**src/sv/sktab_pkg.sv**
```systemverilog
// Shared types and codes for the sorted key table.
// Used by sktab_cell and sorted_key_table; depends on nothing.
package sktab_pkg;

   localparam int KEY_BITS   = 32;
   localparam int PORT_PAY_W = 32;
   localparam int CAP_BITS   = 7;

   localparam logic [CAP_BITS-1:0] CAP_RESET = 7'd64;

   // request kinds
   localparam logic [1:0] FUNC_INSERT = 2'd0;
   localparam logic [1:0] FUNC_DELETE = 2'd1;
   localparam logic [1:0] FUNC_LOOKUP = 2'd2;

   // result status codes
   localparam logic [2:0] STATUS_OK        = 3'd0;
   localparam logic [2:0] STATUS_FULL      = 3'd1;
   localparam logic [2:0] STATUS_DUPLICATE = 3'd2;
   localparam logic [2:0] STATUS_EMPTY     = 3'd3;
   localparam logic [2:0] STATUS_NOT_FOUND = 3'd4;

   typedef struct packed {
      logic [1:0]                   func;
      logic signed [KEY_BITS-1:0]   key_id;
      logic [PORT_PAY_W-1:0]        entry_payload;
   } req_type;

   typedef struct packed {
      logic [2:0]                   status;
      logic                         found;
      logic [PORT_PAY_W-1:0]        payload_out;
      logic [CAP_BITS-1:0]          entry_count;
   } rsp_type;

   // shift command broadcast to every cell
   typedef struct packed {
      logic ins;
      logic del;
   } cell_cmd_type;

endpackage

```
**src/sv/sktab_cell.sv**
```systemverilog
// One slot of the sorted key table: holds a key and payload, compares the key
// against the incoming request key and shifts with its neighbors. Uses sktab_pkg.
module sktab_cell #(
   parameter int PAYLOAD_BITS = 32,
   parameter int CNT_W        = 7,
   parameter int INDEX        = 0
) (
   input  logic                                  clock,
   input  logic                                  cmp_en,
   input  logic signed [sktab_pkg::KEY_BITS-1:0] cmp_key,
   input  logic [CNT_W-1:0]                      count,
   input  sktab_pkg::cell_cmd_type               cmd,
   input  logic signed [sktab_pkg::KEY_BITS-1:0] new_key,
   input  logic [PAYLOAD_BITS-1:0]               new_pay,
   input  logic                                  left_lt,
   input  logic signed [sktab_pkg::KEY_BITS-1:0] left_key,
   input  logic [PAYLOAD_BITS-1:0]               left_pay,
   input  logic signed [sktab_pkg::KEY_BITS-1:0] right_key,
   input  logic [PAYLOAD_BITS-1:0]               right_pay,
   output logic signed [sktab_pkg::KEY_BITS-1:0] key,
   output logic [PAYLOAD_BITS-1:0]               pay,
   output logic                                  lt,
   output logic                                  eq
);

   logic signed [sktab_pkg::KEY_BITS-1:0] key_ff, key_in;
   logic [PAYLOAD_BITS-1:0]               pay_ff, pay_in;
   logic                                  lt_ff, lt_in;
   logic                                  eq_ff, eq_in;
   logic                                  occupied;

   assign occupied = CNT_W'(INDEX) < count;

   always_comb begin
      lt_in = lt_ff;
      eq_in = eq_ff;
      if (cmp_en) begin
         lt_in = occupied && (key_ff < cmp_key);
         eq_in = occupied && (key_ff == cmp_key);
      end
   end

   always_comb begin
      key_in = key_ff;
      pay_in = pay_ff;
      priority if (cmd.ins) begin
         if (!left_lt) begin
            // slot lies above the insert point: take the left neighbor
            key_in = left_key;
            pay_in = left_pay;
         end else if (!lt_ff) begin
            key_in = new_key;
            pay_in = new_pay;
         end
      end else if (cmd.del) begin
         if (!lt_ff) begin
            key_in = right_key;
            pay_in = right_pay;
         end
      end else begin
         // no shift: hold the slot
      end
   end

   always_ff @(posedge clock) begin
      key_ff <= key_in;
      pay_ff <= pay_in;
      lt_ff  <= lt_in;
      eq_ff  <= eq_in;
   end

   assign key = key_ff;
   assign pay = pay_ff;
   assign lt  = lt_ff;
   assign eq  = eq_ff;

endmodule

```
**config.mk**
```make
export PLATFORM = sky130hd
export DESIGN_NAME = sktab_cell
export DESIGN_NICKNAME = d
export VERILOG_FILES = /design/src/sv/sktab_pkg.sv /design/src/sv/sktab_cell.sv
export SDC_FILE = /design/constraint.sdc
export NUM_CORES = 1
export LEC_CHECK = 0
export BUFFER_PORTS_ARGS = -buffer_cell sky130_fd_sc_hd__buf_4
export CAP_MARGIN = 20
export CORE_AREA = 2 2 119 121
export DETAILED_ROUTE_END_ITERATION = 7
export DIE_AREA = 0 0 121 123
export PLACE_DENSITY_LB_ADDON = 0.2
export SKIP_CTS_REPAIR_TIMING = 1
export SYNTH_ARGS = -nofsm -noshare
export SYNTH_HDL_FRONTEND = slang
export SYNTH_SLANG_ARGS = --single-unit
```
**constraint.sdc**
```tcl
create_clock -name clock -period 12.1 [get_ports clock]
set_input_delay 1.815 -clock clock [delete_from_list [all_inputs] [get_ports clock]]
set_output_delay 1.815 -clock clock [all_outputs]
set_load 0.1 [all_outputs]
```
Word-level counts from Yosys, hierarchy flattened

Index checks and enable logic that the tools add are counted.
W data, S select, Z words.

Memory bits (writable): 0
Input port bits: 236
Memories: 0
Latch bits: 0
Memory bits (read-only): 0
Register bits after elaboration: 66
Output and inout bits: 66

Reductions and logical operators: 4
Bitwise gates (word level): 0
Eq/ne operators: 3
Add/sub/neg operators: 0
Multiply operators: 0
Div/mod/pow operators: 0
$lt $le $gt $ge: 2
Shift-type cells: 0
Mux-type cells: 10

Operators by type and width:

| kind                 | count |
|---|---|
| $mux W32             | 10 |
| $eq A32 B32 Y1       | 1 |
| $lt A32 B32 Y1       | 1 |
| $lt A1 B7 Y1 const A | 1 |
| $ne A2 B2 Y1 const B | 2 |
| $reduce_and A3 Y1    | 1 |
| $logic_and A1 B1 Y1  | 2 |
| $reduce_bool A2 Y1   | 1 |

Longest topological paths before layout

Gate-level depths: netlist of run 1.

Word-level depth: 3
Mapped depth: 7
Mapped depth without buffers: 7

Worst setup path after synthesis of run 1

No wires, ideal clock.

Path type: input-to-reg
From: in left_lt
To: reg key_ff, in the netlist key[0], enable pin
Data arrival time: 5306 ps
Setup time: 507 ps
Stages: 3
Required time: 11593 ps
Setup slack: 6287 ps
Cells stage by stage: buf_2 > buf_2 > a21oi_1

Word-level cells in the longest chain between the ends: 2

Ends and longest elaborated chain:

| item                        | line             | RTL |
|---|---|---|
| start: declaration          | sktab_cell.sv:15 | `input logic left_lt,` |
| $ne A2 B2 Y1 (no line)      | --               |  |
| $reduce_and A3 Y1 (no line) | --               |  |
| end signal: assignment      | sktab_cell.sv:66 | `key_ff <= key_in;` |
| end: declaration            | sktab_cell.sv:26 | `logic signed [sktab_pkg::KEY_BITS-1:0] key_ff, key_in;` |

Every way passes these cells.
A chain may end at the register's enable or synchronous reset.

Final worst setup path of run 1

From: in cmd[1] (netlist name)
To: reg pay_ff[19] (netlist: pay[19]), enable pin

Word-level cells in the longest chain between the ends: 2

Ends and longest elaborated chain:

| item                                                                | line             | RTL |
|---|---|---|
| start: declaration                                                  | sktab_cell.sv:12 | `input sktab_pkg::cell_cmd_type cmd,` |
| $ne A2 B2 Y1 (no line) / $reduce_bool A2 Y1 (equally long branches) | --               |  |
| $reduce_and A3 Y1 (no line) (*)                                     | --               |  |
| end signal: assignment                                              | sktab_cell.sv:67 | `pay_ff <= pay_in;` |
| end: declaration                                                    | sktab_cell.sv:27 | `logic [PAYLOAD_BITS-1:0] pay_ff, pay_in;` |

Mark *: on every way between the ends. The rest lies on a longest branch, timed or not.

==> results of run 1 <==
[power breakdown]
part	internal [mW]	switching, mW
Clock	0.159	0.0947
Combinational	0.111	0.247
Sequential	0.285	0.0110
[per-layer routing]
metal / routed length [um] / up-vias / global-route usage [%]
li1: - / 2043 / -
met1: 4530 / 1791 / 16.8
met2: 6720 / 172 / 31.5
met3: 1190 / 18 / 5.30
met4: 264 / 0 / 5.96
met5: 0 / - / 0
[layout make-up]
class / count / area [sq um] / area share, %
timing repair buffer: 304 / 2280 / 33.3
sequential: 66 / 1980 / 28.9
multi-input combinational: 280 / 1940 / 28.3
clock buffer: 9 / 225 / 3.29
tap: 180 / 225 / 3.29
inverter: 33 / 124 / 1.81
clock inverter: 7 / 70.1 / 1.02
[per-stage QoR]
stage                     instances  hold WS (ns)  area, sq um  power [mW]  utilization [%]
after floorplan                 400          1.47         4120       0.545                -
after global placement          863         0.914         6550       0.658             48.1
after detailed placement        863         0.923         6550       0.663             48.1
after CTS                       879         0.930         6850       0.921             50.3
after global routing            879         0.971         6850       0.949             50.3
final                           879         0.930         6850       0.908             50.3
[critical path, cell delays in order]
cell,delay [ns]
buf_4,0.41
a21oi_1,0.14
a21oi_4,0.74
buf_4,0.54
[cell families (layout without fill, tap and decap cells)]
family                     Yosys count  in the layout  synth area share (%)
AOI/OAI and AO/OA                   92             92                  11.9
and+or+nand+nor                     91             91                  9.44
DFF                                 66             66                  48.1
muxes                               65             65                  15.8
buffers and inverters               54            353                  5.13
adders and majority gates           32             32                  9.71
[cell usage after synthesis (2+ instances only)]
master,n
ha_1,32
buf_2,7
and4_1,3
nor2_1,67
nor4_1,2
edfxtp_1,66
buf_1,3
nand4_1,5
nand2_1,9
mux2i_1,65
clkbuf_1,11
o21ai_0,4
inv_1,33
a21oi_1,77
[registers in the layout, indices dropped and copies added, names as in the netlist]
signal,cells
key,32
pay,32
eq,1
lt,1
[final timing paths]
path / cells past startpoint / slack (ns) / to
max: 4 / 8.38 / pay[19]
min: 3 / 0.93 / lt
max reg2reg: 4 / 9.79 / pay[19]
min reg2reg: 3 / 0.93 / lt
==> metrics.txt, run 1 <==
CTS Buffer Depth=2; setup slack after layout=8.38 ns; cells after synthesis=400; CTS tree=yes; commonest non-fill, non-tap cells in the layout=buf_4 (304), a21oi_1 (76), nor2_1 (67); die height=123 um; DR vias/cell=4.58; Max Slew Vio Count=0; GR Util All Layers=16.5%; total die area=14,900 sq um; DRC viols=0; post-route ant nets=0; H-Tree Depth=3; Tcrit/Tclk final=30.8%; Worst setup EP type=flip-flop; # port buffers=301; # setup viols final=0; total CTS buffers=9; Seq/Total Area, Yosys=48.1%; # fillers=1,294; Setup CP Type=input pin to flip-flop; initial core utilization=30.3%; gr ovfl total=0; CP Max Fanout=53; top_reg_cell synth=edfxtp_1; most common cell after layout, fill and taps aside=buf_4; RSZ-0062 raised after global routing=no; syn_nets=668; num ports=302; Power Density=133 nW/um^2; Synth cell types=30; Worst setup startpoint=cmd[1]; max_slew headroom=37.9%; via count=4,024; Die Wd=121 um; Max VDD drop=0.0624 mV; Area Growth Syn to Fin=66.1%; DR pass1 iterations=5; max-cap viol count=0; ANT cells=0; Async SR Flop Fraction=0%; number of synthesis warnings=0; initial antenna violation count=0; synthesis-stage register bit count=66; gpl congestion=0.788; Initial DRC Count=62; Core Area=13,600 sq um; vias in the first global route=4,105; largest net degree at the start of global routing=78; Tightest Hold Check Type=flip-flop to flip-flop; maximum clock rate=269 MHz; hold path start=key[31]; share of cells above drive strength 1=45.9%; Yosys top cell area share=48.1%; global-route wire length before repair=19.2 mm; cell area after synthesis=4120 sq um; drt wl/cell=14.5 um; final hold violation count=0; DPL Wire Length=10.6 mm; Routed WL=12.7 mm; syn avg cell area=10.3 sq um; Required @ worst endpoint=12.06 ns; WP data arrival=3.69 ns; EDFF count, synth=66; r2r startpoint=lt; leakage=3.35 nW; clk sinks=66; Core Rows=43; total negative slack=0 ns; crit path time final=3.72 ns; startpoint types=input pin; Synth area leaders=edfxtp_1 (48%), mux2i_1 (16%), ha_1 (9.7%), a21oi_1 (9.3%), nor2_1 (6.1%); Root Driver=clkbuf_16; clk_lat worst skew=0.32 ns; final net count=962; CTS clk-pin slew, worst paths=0.05 ns; clock skew=0.00653 ns; pre-CTS setup slack=7.97 ns; cell taking the most area after synthesis=edfxtp_1; Least-Margin Pin Slew=0.930 ns; outcome=finished, final reports clean
Power figures use the tool's default switching activity.
==> run 2: changes to the inputs <==
==> constraint.sdc (replaced) <==
create_clock -name clock -period 3.75 [get_ports clock]
set_input_delay 0.5625 -clock clock [delete_from_list [all_inputs] [get_ports clock]]
set_output_delay 0.5625 -clock clock [all_outputs]
set_load 0.1 [all_outputs]
==> metrics.txt, run 2 (same netlist as run 1, synthesis figures left out) <==
outcome=finished, final reports clean; Comb power frac=37.2%; CTS Buffer Depth=2; hold path start=cmp_en; Total Power=3.15 mW; final hold violation count=0; Routed WL=13.4 mm; Net Switching=1.15 mW; # fillers=1,308; Worst setup EP type=flip-flop; CTS clk-pin slew, worst paths=0.05 ns; gr ovfl total=0; largest net degree at the start of global routing=77; initial antenna violation count=0; Max Slew Vio Count=0; Clock Power Share=32.5%; total CTS buffers=9; ANT cells=0; global-route wire length before repair=19.5 mm; DRC viols=0; pre-CTS setup slack=1.38 ns; max_slew headroom=49.3%; die height=123 um; clk sinks=66; Area Growth Syn to Fin=68.3%; Tcrit/Tclk final=54.2%; DPL Wire Length=10.9 mm; Root Driver=clkbuf_16; leakage=3.41 nW; Power Density=453 nW/um^2; DR pass1 iterations=4; Worst setup startpoint=key[27]; Least-Margin Pin Slew=0.758 ns; max-cap viol count=0; Required @ worst endpoint=3.82 ns; drt wl/cell=15.2 um; post-route ant nets=0; H-Tree Depth=3; share of cells above drive strength 1=45.9%; Core Rows=43; maximum clock rate=492 MHz; dpl cell area=6580 sq um; startpoint types=flip-flop; DR vias/cell=4.66; clock skew=0.00486 ns; # setup viols final=0; clk_lat worst skew=0.33 ns; Hold WS=0.443 ns; Die Wd=121 um; # port buffers=301; Reg power frac=30.4%; r2r startpoint=key[27]; crit path time final=2.03 ns; Internal=2.00 mW; setup slack after layout=1.72 ns; Tightest Hold Check Type=input pin to flip-flop; r2r setup slk=1.72 ns; WP data arrival=2.10 ns; total negative slack=0 ns; GR Util All Layers=17.2%; Multi-input gate area=1940 sq um; Switching Share=36.5%; num ports=302; gpl congestion=0.774; CP Max Fanout=3; total die area=14,900 sq um; Initial DRC Count=76; RSZ-0062 raised after global routing=no; cell area after layout=6940 sq um; final net count=964; most common cell after layout, fill and taps aside=buf_4; Core Area=13,600 sq um; Setup CP Type=flip-flop to flip-flop; initial core utilization=30.3%; vias in the first global route=4,146; CTS tree=yes; commonest non-fill, non-tap cells in the layout=buf_4 (305), a21oi_1 (76), nor2_1 (67); Register Area=1980 sq um; Max VDD drop=0.232 mV; via count=4,107
-- run 2: changes by cell type in the layout (fill, tap and decap cells not counted), sizes merged --
cell,change
bufinv,+3
clkinv,-1
buf,+2
clkinvlp,-3
clkbuf,+1
-- run 2: power by group through the flow --
| stage | Combinational [mW] | Clock [mW] | Sequential, mW |
|---|---|---|---|
| after floorplan | 0.232 | 0 | 1.52 |
| after global placement | 1.16 | 0 | 0.968 |
| after detailed placement | 1.18 | 0 | 0.971 |
| after CTS | 1.18 | 1.04 | 0.957 |
| after global routing | 1.23 | 1.07 | 0.965 |
| final | 1.17 | 1.02 | 0.956 |
-- run 2: worst paths after layout --
kind | end | cells after the start
hold reg to reg | key[23] | 1
setup / recovery | lt | 6
setup reg to reg | lt | 6
hold / removal | lt | 1
-- run 2: per-layer routing --
metal / global-route usage (%) / vias to the layer above / wire length, um
li1: - / 2050 / -
met1: 16.6 / 1846 / 4480
met2: 32.2 / 184 / 7070
met3: 6.50 / 27 / 1430
met4: 8.36 / 0 / 408
met5: 0 / - / 0
-- run 2: final cells by class --
class	instances	share of cell area (%)
sequential	66	28.6
clock buffer	10	3.30
clock inverter	6	1.86
multi-input combinational	280	28.0
timing repair buffer	306	33.3
inverter	33	1.79
tap	180	3.25
-- run 2: critical path, stage by stage (launching register included) --
cell and delay (ns):
edfxtp_1 0.40, ha_1 0.33, and4_1 0.24, nand2_1 0.07
nor4_1 0.39, o32ai_1 0.20, mux2i_1 0.15
-- run 2: stage by stage --
step / cells / utilization [%]
6_report: 881 / 51.0
5_1_grt: 881 / 51.0
4_1_cts: 881 / 51.0
3_5_place_dp: 865 / 48.4
3_3_place_gp: 865 / 48.4
2_1_floorplan: 400 / -
==> run 3: changes to the inputs <==
==> constraint.sdc (replaced) <==
create_clock -name clock -period 1.7 [get_ports clock]
set_input_delay 0.255 -clock clock [delete_from_list [all_inputs] [get_ports clock]]
set_output_delay 0.255 -clock clock [all_outputs]
set_load 0.1 [all_outputs]
==> metrics.txt, run 3 (same netlist as run 1, synthesis figures left out) <==
H-Tree Depth=3; Max VDD drop=0.572 mV; pre-CTS setup slack=-0.198 ns; Setup CP Type=flip-flop to flip-flop; clk sinks=66; gpl congestion=0.813; CTS tree=yes; CTS clk-pin slew, worst paths=0.06 ns; max_slew headroom=78.7%; largest net degree at the start of global routing=37; Worst setup EP type=flip-flop; startpoint types=flip-flop; Die Wd=121 um; Reg power frac=31.8%; # setup viols final=1; outcome=complete, but fails checks; most common cell after layout, fill and taps aside=buf_4; r2r setup slk=-0.17 ns; crit-path leading delay family=compound AO/OA/AOI/OAI gates; DRC viols=0; post-route ant nets=0; Tcrit/Tclk final=110%; Core Rows=43; Area Growth Syn to Fin=75.0%; Reg2Reg Depth=6; Root Driver=clkbuf_16; slowest stage delay, CP=0.40 ns; Clock Power Share=27.0%; ANT cells=0; Total Power=6.63 mW; num ports=302; RSZ-0062 raised after global routing=yes; share of cells above drive strength 1=49.0%; CP Buf/Inv Count=0; dpl cell area=6890 sq um; Final Util=53.0%; Crit path depth=6; worst path cell trace=ha_1 > nor2b_1 > o211ai_1 > a2111oi_4 > o32ai_2 > mux2i_1; leakage=3.55 nW; Setup crit end=lt; Initial DRC Count=106; drt wl/cell=15.2 um; initial antenna violation count=0; Switching Share=38.8%; cell area after layout=7210 sq um; failing checks=negative setup slack; CTS Buffer Depth=2; Core Area=13,600 sq um; r2r startpoint=key[1]; Power Density=918 nW/um^2; critical path's slowest cell=edfxtp_1; r2r endpoint=lt; Tightest Hold Check Type=input pin to flip-flop; DPL Wire Length=11.6 mm; CP Max Fanout=2; # port buffers=301; die height=123 um; via count=4,160; post-route non-filler standard cell count=911; DR vias/cell=4.57; clk_lat worst skew=0.33 ns; Net Switching=2.57 mW; maximum clock rate=536 MHz; total die area=14,900 sq um; Routed WL=13.9 mm; max-cap viol count=0; DR pass1 iterations=4; commonest non-fill, non-tap cells in the layout=buf_4 (330), a21oi_1 (76), nor2_1 (66), edfxtp_1 (66), mux2i_1 (65); GR Util All Layers=18.3%; Max Slew Vio Count=0; vias in the first global route=4,259; final net count=994; Internal=4.06 mW; WP data arrival=1.93 ns; clock skew=0.00459 ns; total CTS buffers=9; global-route wire length before repair=20.7 mm; Required @ worst endpoint=1.77 ns; setup slack after layout=-0.166 ns; Least-Margin Pin Slew=0.317 ns; final hold violation count=0; Cells after DPL=894; initial core utilization=30.3%; Comb power frac=41.2%; Worst setup startpoint=key[1]; crit path time final=1.87 ns; gr ovfl total=0
[run 3: changes by cell type in the layout (fill, tap and decap cells not counted), moves of 2 or more]
cell / delta
bufinv_16: -3
buf_12: +5
buf_4: +25
clkinv_2: +2
[run 3: worst min-delay path by stage]
| stage | from | end | slack (ns) | cells past startpoint |
|---|---|---|---|---|
| 2_1_floorplan | cmp_en | eq | 0.37 | 0 |
| 3_3_place_gp | cmp_en | eq | 0.47 | 1 |
| 3_5_place_dp | cmp_en | lt | 0.47 | 1 |
| 4_1_cts | cmp_en | lt | 0.12 | 1 |
| 5_1_grt | cmp_en | lt | 0.13 | 1 |
| 6_report | cmp_en | lt | 0.14 | 1 |
[run 3: through the flow]
| stage | setup TNS [ns] | hold slack [ns] |
|---|---|---|
| 2_1_floorplan | -54.73 | 0.367 |
| 3_3_place_gp | -0.167 | 0.472 |
| 3_5_place_dp | -0.198 | 0.472 |
| 4_1_cts | -0.216 | 0.122 |
| 5_1_grt | -0.273 | 0.127 |
| 6_report | -0.166 | 0.143 |
[run 3: routing by layer]
layer / track usage, % / share of wire, % / up-vias
li1: - / - / 2105
met1: 19.0 / 36 / 1858
met2: 34.5 / 53 / 181
met3: 6.41 / 9.4 / 16
met4: 5.45 / 1.7 / 0
met5: 0 / 0 / -
[run 3: final cells by class]
cell class | count | area (sq um)
Clock buffer | 9 | 225
Clock inverter | 7 | 60.1
Fill cell | 1241 | 6400
Inverter | 33 | 124
Multi-Input combinational cell | 280 | 2000
Sequential cell | 66 | 1980
Tap cell | 180 | 225
Timing Repair Buffer | 336 | 2600
[run 3: power by group through the flow]
stage	Clock (mW)	Combinational [mW]	Sequential, mW
final	1.79	2.73	2.11
after global placement	0	2.70	2.13
after detailed placement	0	2.73	2.14
after floorplan	0	0.524	3.36
after CTS	1.84	2.74	2.11
after global routing	1.90	2.89	2.13
